==> config.mk <==
export PLATFORM = sky130hd
export DESIGN_NAME = epoch_seconds_to_civil_date
export DESIGN_NICKNAME = d
export VERILOG_FILES = /design/src/rtl/epsd_pkg.sv /design/src/rtl/epsd_split.sv /design/src/rtl/epsd_tod.sv /design/src/rtl/epsd_civil.sv /design/src/rtl/epoch_seconds_to_civil_date.sv
export SDC_FILE = /design/constraint.sdc
export NUM_CORES = 2
export LEC_CHECK = 0
export BUFFER_PORTS_ARGS = -buffer_cell sky130_fd_sc_hd__buf_2
export CAP_MARGIN = 5
export CORE_MARGIN = 1
export CORE_UTILIZATION = 55
export CTS_BUF_LIST = sky130_fd_sc_hd__clkbuf_4 sky130_fd_sc_hd__clkbuf_8
export DETAILED_ROUTE_END_ITERATION = 10
export GPL_TIMING_DRIVEN = 0
export PLACE_DENSITY = 0.67
export SLEW_MARGIN = 20
export SYNTH_ARGS = -nofsm -noshare
export SYNTH_HDL_FRONTEND = slang
export SYNTH_SLANG_ARGS = --single-unit
export TNS_END_PERCENT = 50
==> constraint.sdc <==
create_clock -name clk -period 8.74 [get_ports clk]
set_clock_uncertainty 0.15 [all_clocks]
set_input_delay 0.874 -clock clk [delete_from_list [all_inputs] [get_ports clk]]
set_output_delay 0.874 -clock clk [all_outputs]
set_load 0.005 [all_outputs]
==> src/rtl/epsd_pkg.sv <==
`timescale 1ns / 1ps
`default_nettype none

package epsd_pkg;

  // Field widths
  localparam int unsigned EPOCH_W  = 32;
  localparam int unsigned YEAR_W   = 12;
  localparam int unsigned MONTH_W  = 4;
  localparam int unsigned DAY_W    = 5;
  localparam int unsigned HOUR_W   = 5;
  localparam int unsigned MINUTE_W = 6;

  // Internal widths
  localparam int unsigned DAYS_W = 16;  // days since epoch, at most 49710
  localparam int unsigned SOD_W  = 17;  // seconds of day, below 86400
  localparam int unsigned DOE_W  = 18;  // day of era, 0..146096
  localparam int unsigned YOE_W  = 9;   // year of era, 0..399
  localparam int unsigned DOY_W  = 9;   // March-based day of year, 0..365
  localparam int unsigned MP_W   = 4;   // March-based month, 0..11

  // Calendar constants
  localparam logic [SOD_W-1:0]  SECS_PER_DAY   = 17'd86400;
  localparam logic [19:0]       DAYS_TO_MARCH0 = 20'd719468;
  localparam logic [19:0]       ERA4_START     = 20'd584388;  // 4 * 146097
  localparam logic [19:0]       ERA5_START     = 20'd730485;  // 5 * 146097
  localparam logic [DOE_W-1:0]  DOE_CENT1      = 18'd36524;
  localparam logic [DOE_W-1:0]  DOE_CENT2      = 18'd73048;
  localparam logic [DOE_W-1:0]  DOE_CENT3      = 18'd109572;
  localparam logic [DOE_W-1:0]  DOE_LAST       = 18'd146096;
  localparam logic [YEAR_W-1:0] ERA4_YEAR      = 12'd1600;
  localparam logic [YEAR_W-1:0] ERA5_YEAR      = 12'd2000;

  // Reciprocals: floor(x / d) = (x * ceil(2^s / d)) >> s over each operand range
  localparam logic [25:0] RECIP_675   = 26'd50903317;  // s = 35, x < 2^25
  localparam int unsigned SHIFT_675   = 35;
  localparam logic [15:0] RECIP_365Q  = 16'd45965;     // s = 24, x < 36525
  localparam int unsigned SHIFT_365Q  = 24;
  localparam logic [17:0] RECIP_365   = 18'd183860;    // s = 26, x < 146097
  localparam int unsigned SHIFT_365   = 26;
  localparam logic [9:0]  RECIP_100   = 10'd656;       // s = 16, x < 400
  localparam int unsigned SHIFT_100   = 16;
  localparam logic [10:0] RECIP_153   = 11'd1714;      // s = 18, x < 1828
  localparam int unsigned SHIFT_153   = 18;
  localparam logic [12:0] RECIP_225   = 13'd4661;      // s = 20, x < 5400
  localparam int unsigned SHIFT_225   = 20;
  localparam logic [15:0] RECIP_15    = 16'd34953;     // s = 19, x < 21600
  localparam int unsigned SHIFT_15    = 19;

  // Pipeline depth
  localparam int unsigned SPLIT_STAGES = 2;
  localparam int unsigned CIVIL_STAGES = 8;
  localparam int unsigned TOD_STAGES   = 2;
  // The first delay register also holds the finished minute
  localparam int unsigned TOD_DELAY    = CIVIL_STAGES - TOD_STAGES + 1;
  localparam int unsigned LATENCY      = SPLIT_STAGES + CIVIL_STAGES;

  // Days split into whole days and seconds of day
  typedef struct packed {
    logic              valid;
    logic [DAYS_W-1:0] days;
    logic [SOD_W-1:0]  sod;
  } split_out_t;

  // First day of each March-based month within the year: (153 * mp + 2) / 5
  function automatic logic [DOY_W-1:0] month_start(input logic [MP_W-1:0] mp);
    logic [DOY_W-1:0] s;
    case (mp)
      4'd0:    s = 9'd0;
      4'd1:    s = 9'd31;
      4'd2:    s = 9'd61;
      4'd3:    s = 9'd92;
      4'd4:    s = 9'd122;
      4'd5:    s = 9'd153;
      4'd6:    s = 9'd184;
      4'd7:    s = 9'd214;
      4'd8:    s = 9'd245;
      4'd9:    s = 9'd275;
      4'd10:   s = 9'd306;
      4'd11:   s = 9'd337;
      default: s = 9'd0;
    endcase
    return s;
  endfunction

endpackage

`default_nettype wire

==> src/rtl/epsd_split.sv <==
`timescale 1ns / 1ps
`default_nettype none

module epsd_split import epsd_pkg::*; (
  input  wire logic               clk,
  input  wire logic               rst,
  input  wire logic               in_valid,
  input  wire logic [EPOCH_W-1:0] epoch_seconds,
  output split_out_t              split_out
);

  // Stage A: days = t / 86400 = (t >> 7) / 675
  logic [50:0]        day_prod;
  logic               valid_a;
  logic [EPOCH_W-1:0] t_a;
  logic [DAYS_W-1:0]  days_a;

  // Stage B: seconds of day
  logic [32:0]        day_secs;
  logic [EPOCH_W-1:0] sod_wide;

  assign day_prod = 51'(epoch_seconds[EPOCH_W-1:7]) * 51'(RECIP_675);

  always_ff @(posedge clk) begin
    if (rst) begin
      valid_a <= 1'b0;
    end else begin
      valid_a <= in_valid;
    end
    t_a    <= epoch_seconds;
    days_a <= day_prod[SHIFT_675 +: DAYS_W];
  end

  assign day_secs = 33'(days_a) * 33'(SECS_PER_DAY);
  assign sod_wide = t_a - day_secs[EPOCH_W-1:0];

  always_ff @(posedge clk) begin
    if (rst) begin
      split_out.valid <= 1'b0;
    end else begin
      split_out.valid <= valid_a;
    end
    split_out.days <= days_a;
    split_out.sod  <= sod_wide[SOD_W-1:0];
  end

endmodule

`default_nettype wire

==> src/rtl/epsd_tod.sv <==
`timescale 1ns / 1ps
`default_nettype none

module epsd_tod import epsd_pkg::*; (
  input  wire logic                clk,
  input  wire logic [SOD_W-1:0]    sod,
  output logic      [HOUR_W-1:0]   hour,
  output logic      [MINUTE_W-1:0] minute
);

  logic [25:0]         hour_prod;   // (sod >> 4) * RECIP_225
  logic [30:0]         mod_prod;    // (sod >> 2) * RECIP_15
  logic [HOUR_W-1:0]   hour_t1;
  logic [10:0]         mod_t1;      // minute of day, 0..1439
  logic [10:0]         hour_mins;
  logic [10:0]         minute_wide;
  logic [HOUR_W-1:0]   hour_dly   [TOD_DELAY];
  logic [MINUTE_W-1:0] minute_dly [TOD_DELAY];

  assign hour_prod = 26'(sod[SOD_W-1:4]) * 26'(RECIP_225);
  assign mod_prod  = 31'(sod[SOD_W-1:2]) * 31'(RECIP_15);

  always_ff @(posedge clk) begin
    hour_t1 <= hour_prod[SHIFT_225 +: HOUR_W];
    mod_t1  <= mod_prod[SHIFT_15 +: 11];
  end

  // minute = minute of day - 60 * hour
  assign hour_mins   = 11'(hour_t1) * 11'd60;
  assign minute_wide = mod_t1 - hour_mins;

  // Hold the time of day until the date catches up
  always_ff @(posedge clk) begin
    hour_dly[0]   <= hour_t1;
    minute_dly[0] <= minute_wide[MINUTE_W-1:0];
    for (int i = 1; i < TOD_DELAY; i++) begin
      hour_dly[i]   <= hour_dly[i-1];
      minute_dly[i] <= minute_dly[i-1];
    end
  end

  assign hour   = hour_dly[TOD_DELAY-1];
  assign minute = minute_dly[TOD_DELAY-1];

endmodule

`default_nettype wire

==> src/rtl/epsd_civil.sv <==
`timescale 1ns / 1ps
`default_nettype none

module epsd_civil import epsd_pkg::*; (
  input  wire logic               clk,
  input  wire logic               rst,
  input  wire logic               in_valid,
  input  wire logic [DAYS_W-1:0]  days,
  output logic                    out_valid,
  output logic      [YEAR_W-1:0]  year,
  output logic      [MONTH_W-1:0] month,
  output logic      [DAY_W-1:0]   day
);

  logic [CIVIL_STAGES-1:0] valid;

  // C0: shift to 0000-03-01 and pick the era (4 or 5 over the 32-bit range)
  logic [19:0]       z;
  logic              era_sel;
  logic [19:0]       doe_wide;
  logic              era0;
  logic [DOE_W-1:0]  doe0;

  // C1: leap corrections
  logic [31:0]       q1460_prod;
  logic [2:0]        q36524;
  logic              era1;
  logic [DOE_W-1:0]  doe1;
  logic [6:0]        q1460_1;
  logic [2:0]        q36524_1;
  logic              qlast1;

  // C2: corrected day count
  logic              era2;
  logic [DOE_W-1:0]  doe2;
  logic [DOE_W-1:0]  n2;

  // C3: year of era
  logic [35:0]       yoe_prod;
  logic              era3;
  logic [DOE_W-1:0]  doe3;
  logic [YOE_W-1:0]  yoe3;

  // C4: days before the year
  logic [18:0]       q100_prod;
  logic              era4;
  logic [DOE_W-1:0]  doe4;
  logic [YOE_W-1:0]  yoe4;
  logic [DOE_W-1:0]  yoe365_4;
  logic [1:0]        q100_4;

  // C5: day of year
  logic [DOE_W-1:0]  year_start;
  logic [DOE_W-1:0]  doy_wide;
  logic              era5;
  logic [YOE_W-1:0]  yoe5;
  logic [DOY_W-1:0]  doy5;

  // C6: March-based month
  logic [10:0]       mp_num;
  logic [21:0]       mp_prod;
  logic              era6;
  logic [YOE_W-1:0]  yoe6;
  logic [DOY_W-1:0]  doy6;
  logic [MP_W-1:0]   mp6;

  // C7: civil fields
  logic [DOY_W-1:0]   day_wide;
  logic [MONTH_W-1:0] month_next;
  logic [YEAR_W-1:0]  year_next;

  always_ff @(posedge clk) begin
    if (rst) begin
      valid <= '0;
    end else begin
      valid <= {valid[CIVIL_STAGES-2:0], in_valid};
    end
  end

  assign z        = 20'(days) + DAYS_TO_MARCH0;
  assign era_sel  = (z >= ERA5_START);
  assign doe_wide = era_sel ? (z - ERA5_START) : (z - ERA4_START);

  always_ff @(posedge clk) begin
    era0 <= era_sel;
    doe0 <= doe_wide[DOE_W-1:0];
  end

  assign q1460_prod = 32'(doe0[DOE_W-1:2]) * 32'(RECIP_365Q);

  always_comb begin
    if (doe0 >= DOE_LAST) begin
      q36524 = 3'd4;
    end else if (doe0 >= DOE_CENT3) begin
      q36524 = 3'd3;
    end else if (doe0 >= DOE_CENT2) begin
      q36524 = 3'd2;
    end else if (doe0 >= DOE_CENT1) begin
      q36524 = 3'd1;
    end else begin
      q36524 = 3'd0;
    end
  end

  always_ff @(posedge clk) begin
    era1     <= era0;
    doe1     <= doe0;
    q1460_1  <= q1460_prod[SHIFT_365Q +: 7];
    q36524_1 <= q36524;
    qlast1   <= (doe0 == DOE_LAST);
  end

  always_ff @(posedge clk) begin
    era2 <= era1;
    doe2 <= doe1;
    n2   <= doe1 - 18'(q1460_1) + 18'(q36524_1) - 18'(qlast1);
  end

  assign yoe_prod = 36'(n2) * 36'(RECIP_365);

  always_ff @(posedge clk) begin
    era3 <= era2;
    doe3 <= doe2;
    yoe3 <= yoe_prod[SHIFT_365 +: YOE_W];
  end

  assign q100_prod = 19'(yoe3) * 19'(RECIP_100);

  always_ff @(posedge clk) begin
    era4     <= era3;
    doe4     <= doe3;
    yoe4     <= yoe3;
    yoe365_4 <= 18'(yoe3) * 18'd365;
    q100_4   <= q100_prod[SHIFT_100 +: 2];
  end

  assign year_start = yoe365_4 + 18'(yoe4[YOE_W-1:2]) - 18'(q100_4);
  assign doy_wide   = doe4 - year_start;

  always_ff @(posedge clk) begin
    era5 <= era4;
    yoe5 <= yoe4;
    doy5 <= doy_wide[DOY_W-1:0];
  end

  assign mp_num  = 11'(doy5) * 11'd5 + 11'd2;
  assign mp_prod = 22'(mp_num) * 22'(RECIP_153);

  always_ff @(posedge clk) begin
    era6 <= era5;
    yoe6 <= yoe5;
    doy6 <= doy5;
    mp6  <= mp_prod[SHIFT_153 +: MP_W];
  end

  // Advance the year for January and February
  assign day_wide   = doy6 - month_start(mp6) + 9'd1;
  assign month_next = (mp6 < 4'd10) ? (mp6 + 4'd3) : (mp6 - 4'd9);
  assign year_next  = 12'(yoe6) + (era6 ? ERA5_YEAR : ERA4_YEAR)
                    + 12'(month_next <= 4'd2);

  always_ff @(posedge clk) begin
    year  <= year_next;
    month <= month_next;
    day   <= day_wide[DAY_W-1:0];
  end

  assign out_valid = valid[CIVIL_STAGES-1];

endmodule

`default_nettype wire

==> src/rtl/epoch_seconds_to_civil_date.sv <==
// Channel   Handshake               Payload
// --------  ----------------------  ----------------------------------------
// command   start, busy (always 0)  epoch_seconds[31:0]
// result    done (one-cycle strobe) year[11:0] month[3:0] day[4:0]
//                                   hour[4:0] minute[5:0]
//
// One transaction enters every cycle; the result strobes on done after
// the 2 split stages and the 8 calendar stages, whose depth is set by the
// chain of reciprocal multiplies in the civil-from-days path.
// rst is synchronous, active high, and clears only the valid bits.
// The receiver cannot stall, so busy stays low and nothing is ever held.
`timescale 1ns / 1ps
`default_nettype none

module epoch_seconds_to_civil_date import epsd_pkg::*; (
  input  wire logic                clk,
  input  wire logic                rst,
  input  wire logic                start,
  output logic                     busy,
  input  wire logic [EPOCH_W-1:0]  epoch_seconds,
  output logic                     done,
  output logic      [YEAR_W-1:0]   year,
  output logic      [MONTH_W-1:0]  month,
  output logic      [DAY_W-1:0]    day,
  output logic      [HOUR_W-1:0]   hour,
  output logic      [MINUTE_W-1:0] minute
);

  split_out_t split_out;

  // The pipeline never backs up: accept a transaction in every cycle
  assign busy = 1'b0;

  // Divide into whole days and seconds of day
  epsd_split u_split (
    .clk           (clk),
    .rst           (rst),
    .in_valid      (start && !busy),
    .epoch_seconds (epoch_seconds),
    .split_out     (split_out)
  );

  // Days to year, month and day through 400-year eras
  epsd_civil u_civil (
    .clk       (clk),
    .rst       (rst),
    .in_valid  (split_out.valid),
    .days      (split_out.days),
    .out_valid (done),
    .year      (year),
    .month     (month),
    .day       (day)
  );

  // Seconds of day to hour and minute, delayed to line up with the date
  epsd_tod u_tod (
    .clk    (clk),
    .sod    (split_out.sod),
    .hour   (hour),
    .minute (minute)
  );

  // Every accepted transaction strobes done after the fixed latency
  a_latency : assert property (@(posedge clk) disable iff (rst)
    (start && !busy) |-> ##LATENCY done)
    else $error("accepted transaction produced no result");

  // No result without a matching accepted transaction
  a_no_spurious : assert property (@(posedge clk) disable iff (rst)
    done |-> $past(start && !busy, LATENCY))
    else $error("result strobe without a transaction");

  // Reciprocal divisions keep the date fields in range
  a_date_range : assert property (@(posedge clk) disable iff (rst)
    done |-> (month >= 4'd1) && (month <= 4'd12) && (day >= 5'd1) && (day <= 5'd31))
    else $error("month or day out of range");

  a_time_range : assert property (@(posedge clk) disable iff (rst)
    done |-> (hour <= 5'd23) && (minute <= 6'd59))
    else $error("hour or minute out of range");

endmodule

`default_nettype wire
* Word level (Yosys, flattened, before mapping)
Memories as Yosys holds them, arrays and structs flattened. A register that Yosys moved wholly into a read port is not among the register bits.
Cells that the tools add are included.
** Cells by class
- Add/subtract/negate cells :: 18
- $mul :: 11
- Divide/modulo/power cells :: 0
- Magnitude comparators :: 7
- Equal/unequal tests :: 1
- Shift operators :: 0
- Multiplexer cells :: 6
- Bitwise operators :: 0
- Reductions and logical operators :: 0
** Operators by type and width (count)
- 25-bit by 26-bit multiplier with 51-bit output, second input constant :: 1
- 18-bit by 17-bit greater-or-equal comparator with 1-bit output, second input constant :: 2
- 18-bit by 16-bit multiplier with 33-bit output, second input constant :: 1
- 16-bit by 16-bit multiplier with 31-bit output, second input constant :: 1
- 13-bit by 13-bit multiplier with 25-bit output, second input constant :: 1
- 15-bit by 16-bit multiplier with 25-bit output, second input constant :: 1
- 11-bit by 10-bit multiplier with 21-bit output, second input constant :: 1
- 16-bit by 20-bit adder with 20-bit output, second input constant :: 1
- 20-bit greater-or-equal comparator, second input constant :: 1
- 18-bit by 3-bit adder with 18-bit output :: 1
- 18-bit == test, second input constant :: 1
- 18-bit by 16-bit greater-or-equal comparator with 1-bit output, second input constant :: 1
- 18-bit greater-or-equal comparator, second input constant :: 1
- 18-bit two-way mux :: 1
- 18-bit by 1-bit subtractor with 18-bit output :: 1
- 18-bit by 16-bit subtractor with 18-bit output, second input constant :: 1
- 18-bit subtractor, second input constant :: 1
- 18-bit by 7-bit subtractor with 18-bit output :: 1
- 17-bit subtractor :: 1
- 16-bit by 10-bit multiplier with 10-bit output, second input constant :: 1
- 9-bit by 6-bit multiplier with 14-bit output, second input constant :: 1
- 12-bit by 1-bit adder with 12-bit output :: 1
- 9-bit by 12-bit adder with 12-bit output :: 1
- 11-bit by 2-bit adder with 11-bit output, second input constant :: 1
- other kinds (17) :: 18
** Storage, ports and cells
- Register bits :: 272
- Latch bits :: 0
- RAM bits :: 77
- ROM bits :: 144
- Bits of input ports :: 35
- Memories kept :: 3
** Memory list
- (name not given) :: words 16, bits a word 9, rd ports 1, clocked after Yosys merged registers in 1, wr ports 0, RTL line epsd_pkg.sv:68 : case (mp)
- u_tod.minute_dly :: words 7, bits a word 6, rd ports 7, clocked after Yosys merged registers in 0, wr ports 7, RTL line epsd_tod.sv:18 : logic [MINUTE_W-1:0] minute_dly [TOD_DELAY];
- u_tod.hour_dly :: words 7, bits a word 5, rd ports 7, clocked after Yosys merged registers in 0, wr ports 7, RTL line epsd_tod.sv:17 : logic [HOUR_W-1:0] hour_dly [TOD_DELAY];

* Logic depth before layout (Yosys ltp)
- Depth in word-level cells :: 4
- Mapped depth :: 29

* Modules after synthesis
Synthesis repeated with hierarchy kept, for this count alone.
** Second synthesis, totals
- Cells, all modules :: 3753
- Area total of the unflattened synthesis :: 38996.2 um^2
** By module, submodules not included
- epsd_civil :: instances 1, cells each 2042, area each 20917.6 um^2, sequential area each 3923.8 um^2
- epsd_split :: instances 1, cells each 1186, area each 11987.7 um^2, sequential area each 1361.3 um^2
- epsd_tod :: instances 1, cells each 523, area each 6079.6 um^2, sequential area each 1761.7 um^2
- epoch_seconds_to_civil_date :: instances 1, cells each 2, area each 11.3 um^2, sequential area each 0.0 um^2

* Worst setup path before layout
No wires, ideal clock.
- Path type :: input to register
- Start point :: in epoch_seconds[20]
- End point :: reg u_split.days_a[14]
- Setup time :: 0.072 ns
- Data arrival time :: 6.521 ns
- Setup slack :: 1.997 ns
- Cell stages on the path :: 21
- Cells stage by stage :: fa_1 > inv_1 > fa_1 > inv_1 > ha_1 > fa_1 > fa_1 > fa_1 > inv_1 > fa_1 > inv_1 > ha_1 > nand3_1 > or2_2 > or3_1 > a31oi_1 > o21ai_0 > o31ai_1 > a211oi_1 > o21bai_1 > xor2_1
** On the way
- Cells in the longest elaborated chain, start to end :: 1
** RTL lines
- from (decl) :: RTL line epoch_seconds_to_civil_date.sv:20 : input wire logic [EPOCH_W-1:0] epoch_seconds,
- 25-bit by 26-bit multiplier with 51-bit output :: RTL line epsd_split.sv:22 : assign day_prod = 51'(epoch_seconds[EPOCH_W-1:7]) * 51'(RECIP_675);
- net u_split.day_prod[49] :: RTL line epsd_split.sv:13 : logic [50:0] day_prod;
- to (signal assigned) :: RTL line epsd_split.sv:31 : days_a <= day_prod[SHIFT_675 +: DAYS_W];
- to (decl) :: RTL line epsd_split.sv:16 : logic [DAYS_W-1:0] days_a;
The timed path passes the listed nets, and every way through them passes these cells.
A chain may end at the register's enable or synchronous reset.

==> impl_metrics.env <==
export IMPL_layout_drive_gt1_share_pct=5.41
export IMPL_ff_latch_area_mm2=0.00697
export IMPL_critical_path_arrival_ps=7980
export IMPL_cp_slowest_cell="dfxtp_1"
export IMPL_synth_top_family_by_area="adder cells"
export IMPL_path_delay_family="adder cells"
export IMPL_track_usage_pct=20.7
export IMPL_start_util_pct=55.6
export IMPL_holdBufCountCts=0
export IMPL_nFillCells=5807
export IMPL_dp_hpwl_mm=57.7
export IMPL_crit_path_start="u_civil.doy5[1]"
export IMPL_crit_type="register to register"
export IMPL_avgSynthCellArea_um2=10.6
export IMPL_dieArea_mm2=0.0702
export IMPL_place_port_buffers=65
export IMPL_synth_yosys_seq_area_share_pct=18.3
export IMPL_cts_sinks=348
export IMPL_slew_headroom_pct=37.6
export IMPL_drtAntennaViolNets=0
export IMPL_cts_tree="built"
export IMPL_start_kind="register"
export IMPL_synth_xor_area_share_pct=4.15
export IMPL_die_height_um=265
export IMPL_cts_root_buf="clkbuf_8"
export IMPL_cts_repair_resized=0
export IMPL_area_growth_pct=7.21
export IMPL_firstDrtPassIters=7
export IMPL_path_clk_slew_ps=70
export IMPL_antenna_found_initial=1
export IMPL_die_w_um=265
export IMPL_drv_cap=0
export IMPL_critPathBufInv=1
export IMPL_drtIter0Drc=683
export IMPL_outcome="finished clean"
export IMPL_grt_setup_unrepaired="false"
export IMPL_postCtsSetupBuffers=0
export IMPL_fmax_mhz=131
export IMPL_grt_pass1_vias=24200
export IMPL_tightest_slew_ps=934
export IMPL_async_flop_share_pct=0
export IMPL_gp_congestion=0.867
export IMPL_worstSetupEndpointType="register"
export IMPL_hold_viol=0
export IMPL_synth_compound_area_share_pct=5.90
export IMPL_post_route_period_util_pct=87.1
export IMPL_synth_edf_count=0
export IMPL_ys_types=83
export IMPL_synth_mux_area_share_pct=0.253
export IMPL_num_rows=96
export IMPL_finalSetupTns_ps=0
export IMPL_vias=23000
export IMPL_critPathRequiredTime_ps=9110
export IMPL_drc=0
export IMPL_insertion_delay_ps=660
export IMPL_path_common_cell="ha_1"
export IMPL_hp_class="register to register"
export IMPL_avgRoutedWirePerCell_um=14.7
export IMPL_multi_input_area_mm2=0.0275
export IMPL_clockBufferDepth=3
export IMPL_synth_seq_cells=348
export IMPL_cts_htree_levels=2
export IMPL_hp_start="u_tod.minute_dly[0][4]"
export IMPL_num_nets_final=5212
export IMPL_synth_nets=5090
export IMPL_syn_inst=3585
export IMPL_crit_fanout=7
export IMPL_placed_area_mm2=0.0395
export IMPL_io_pins=69
export IMPL_routed_wl_mm=68.0
export IMPL_syn_area_mm2=0.0381
export IMPL_synth_simple_area_share_pct=4.06
export IMPL_r2r_start="u_civil.doy5[1]"
export IMPL_grt_max_degree=17
export IMPL_maxSlewViolCount=0
export IMPL_numCtsBuffers=55
export IMPL_yosysWarnings=0
export IMPL_fin_area_mm2=0.0408
export IMPL_synthAdderAreaFrac_pct=58.0
export IMPL_setup_viol=0
export IMPL_period_minus_slack_ps=7610
export IMPL_max_stage_delay_ps=540
export IMPL_viasPerCell=4.97
export IMPL_gr_total_overflow=0
export IMPL_grt_first_pass_wirelength_mm=117
export IMPL_synth_ff_type="dfxtp_1"
export IMPL_core_area_mm2=0.0685
==> synthesized netlist by cell type, types with 15 or more instances <==
cell type / instances / area (um2)
ha_1: 982 / 12300
inv_1: 936 / 3510
fa_1: 488 / 9770
dfxtp_1: 348 / 6970
xnor2_1: 120 / 1050
a21oi_1: 101 / 505
nand2_1: 68 / 255
nor2_1: 57 / 214
o21ai_0: 55 / 275
xor2_1: 51 / 447
a21o_1: 49 / 368
nand3_1: 40 / 200
nor3_1: 27 / 135
nor2b_1: 21 / 131
o21a_1: 19 / 143
o21bai_1: 16 / 120
a211oi_1: 15 / 113
==> path summary, 6_finish.rpt <==
path | to | slack [ps] | cells after the start
setup reg to reg | register | 1130 | 26
hold / removal | u_tod.minute_dly[1][4] | 150 | 0
hold reg to reg | u_tod.minute_dly[1][4] | 150 | 0
setup / recovery | register | 1130 | 26
==> kinds of logic (layout without fill, tap and decap cells) <==
| kind of cell | after synthesis | count (layout) |
|---|---|---|
| adders and majority gates | 1470 | 1470 |
| buffers and inverters | 942 | 1109 |
| DFF | 348 | 348 |
| AOI/OAI and AO/OA | 338 | 338 |
| and+or+nand+nor | 301 | 301 |
| xor gates and xnor gates | 176 | 176 |
| muxes | 9 | 9 |
| other | 1 | 2 |
==> metal layers <==
layer | up-vias | track usage (%) | wire length [um]
met3 | 71 | 2.00 | 2030
met1 | 11000 | 28.4 | 32300
met5 | - | 0 | 0
met4 | 0 | 4.45 | 1120
met2 | 292 | 35.4 | 32600
li1 | 11700 | - | -
==> per-stage QoR <==
| step | instances | utilization (%) | hold slack [ps] | worst slack [ps] |
|---|---|---|---|---|
| final | 4635 | 59.6 | 146 | 1130 |
| after global routing | 4635 | 59.6 | 103 | 549 |
| after CTS | 4634 | 59.6 | 88.0 | 1090 |
| after detailed placement | 4532 | 57.7 | 162 | 840 |
| after global placement | 4532 | 57.7 | 160 | 898 |
| after floorplan | 3585 | - | 160 | 2000 |
==> area by class of cell <==
type                            instances  area share (%)
Antenna cell                            1         0.00613
Buffer                                  5          0.0920
Clock buffer                           76            2.36
Clock inverter                         26           0.853
Inverter                              937            8.63
Multi-Input combinational cell       2295            67.5
Sequential cell                       348            17.1
Tap cell                              882            2.71
Timing Repair Buffer                   65           0.797
==> cell usage in the layout (no fill, tap or decap), types with 5 or more instances in the layout <==
master,instances
ha_1,982
nand2b_1,12
bufinv_16,7
xnor2_1,120
nand2_1,68
or3_1,7
buf_2,65
nand3_1,40
a21oi_1,101
dfxtp_1,348
or2_2,9
nor4_1,7
a31oi_1,14
a21o_1,49
and2_1,7
clkbuf_8,63
o21ai_0,55
o211ai_1,8
clkinv_2,9
nor2_1,57
o31ai_1,5
fa_1,488
a21boi_0,5
o21a_1,19
and3_1,13
and4_1,5
nor3_1,27
nor2b_1,21
xor2_1,51
mux2i_1,7
a211oi_1,15
clkbuf_4,13
inv_1,936
o21bai_1,16
nand4_1,13
==> registers in the layout, indices dropped and copies added (netlist names), 12 cells and up, named ones only <==
name,count
u_civil.doe0,18
u_civil.doe1,18
u_civil.n2,18
u_civil.year,12
u_split.days_a,16
u_split.split_out,32
u_split.t_a,15
u_tod.hour_dly,35
u_tod.minute_dly,42
Power is not shown: default switching activity piles up to over one toggle a cycle in this logic, so the estimate is an artifact.
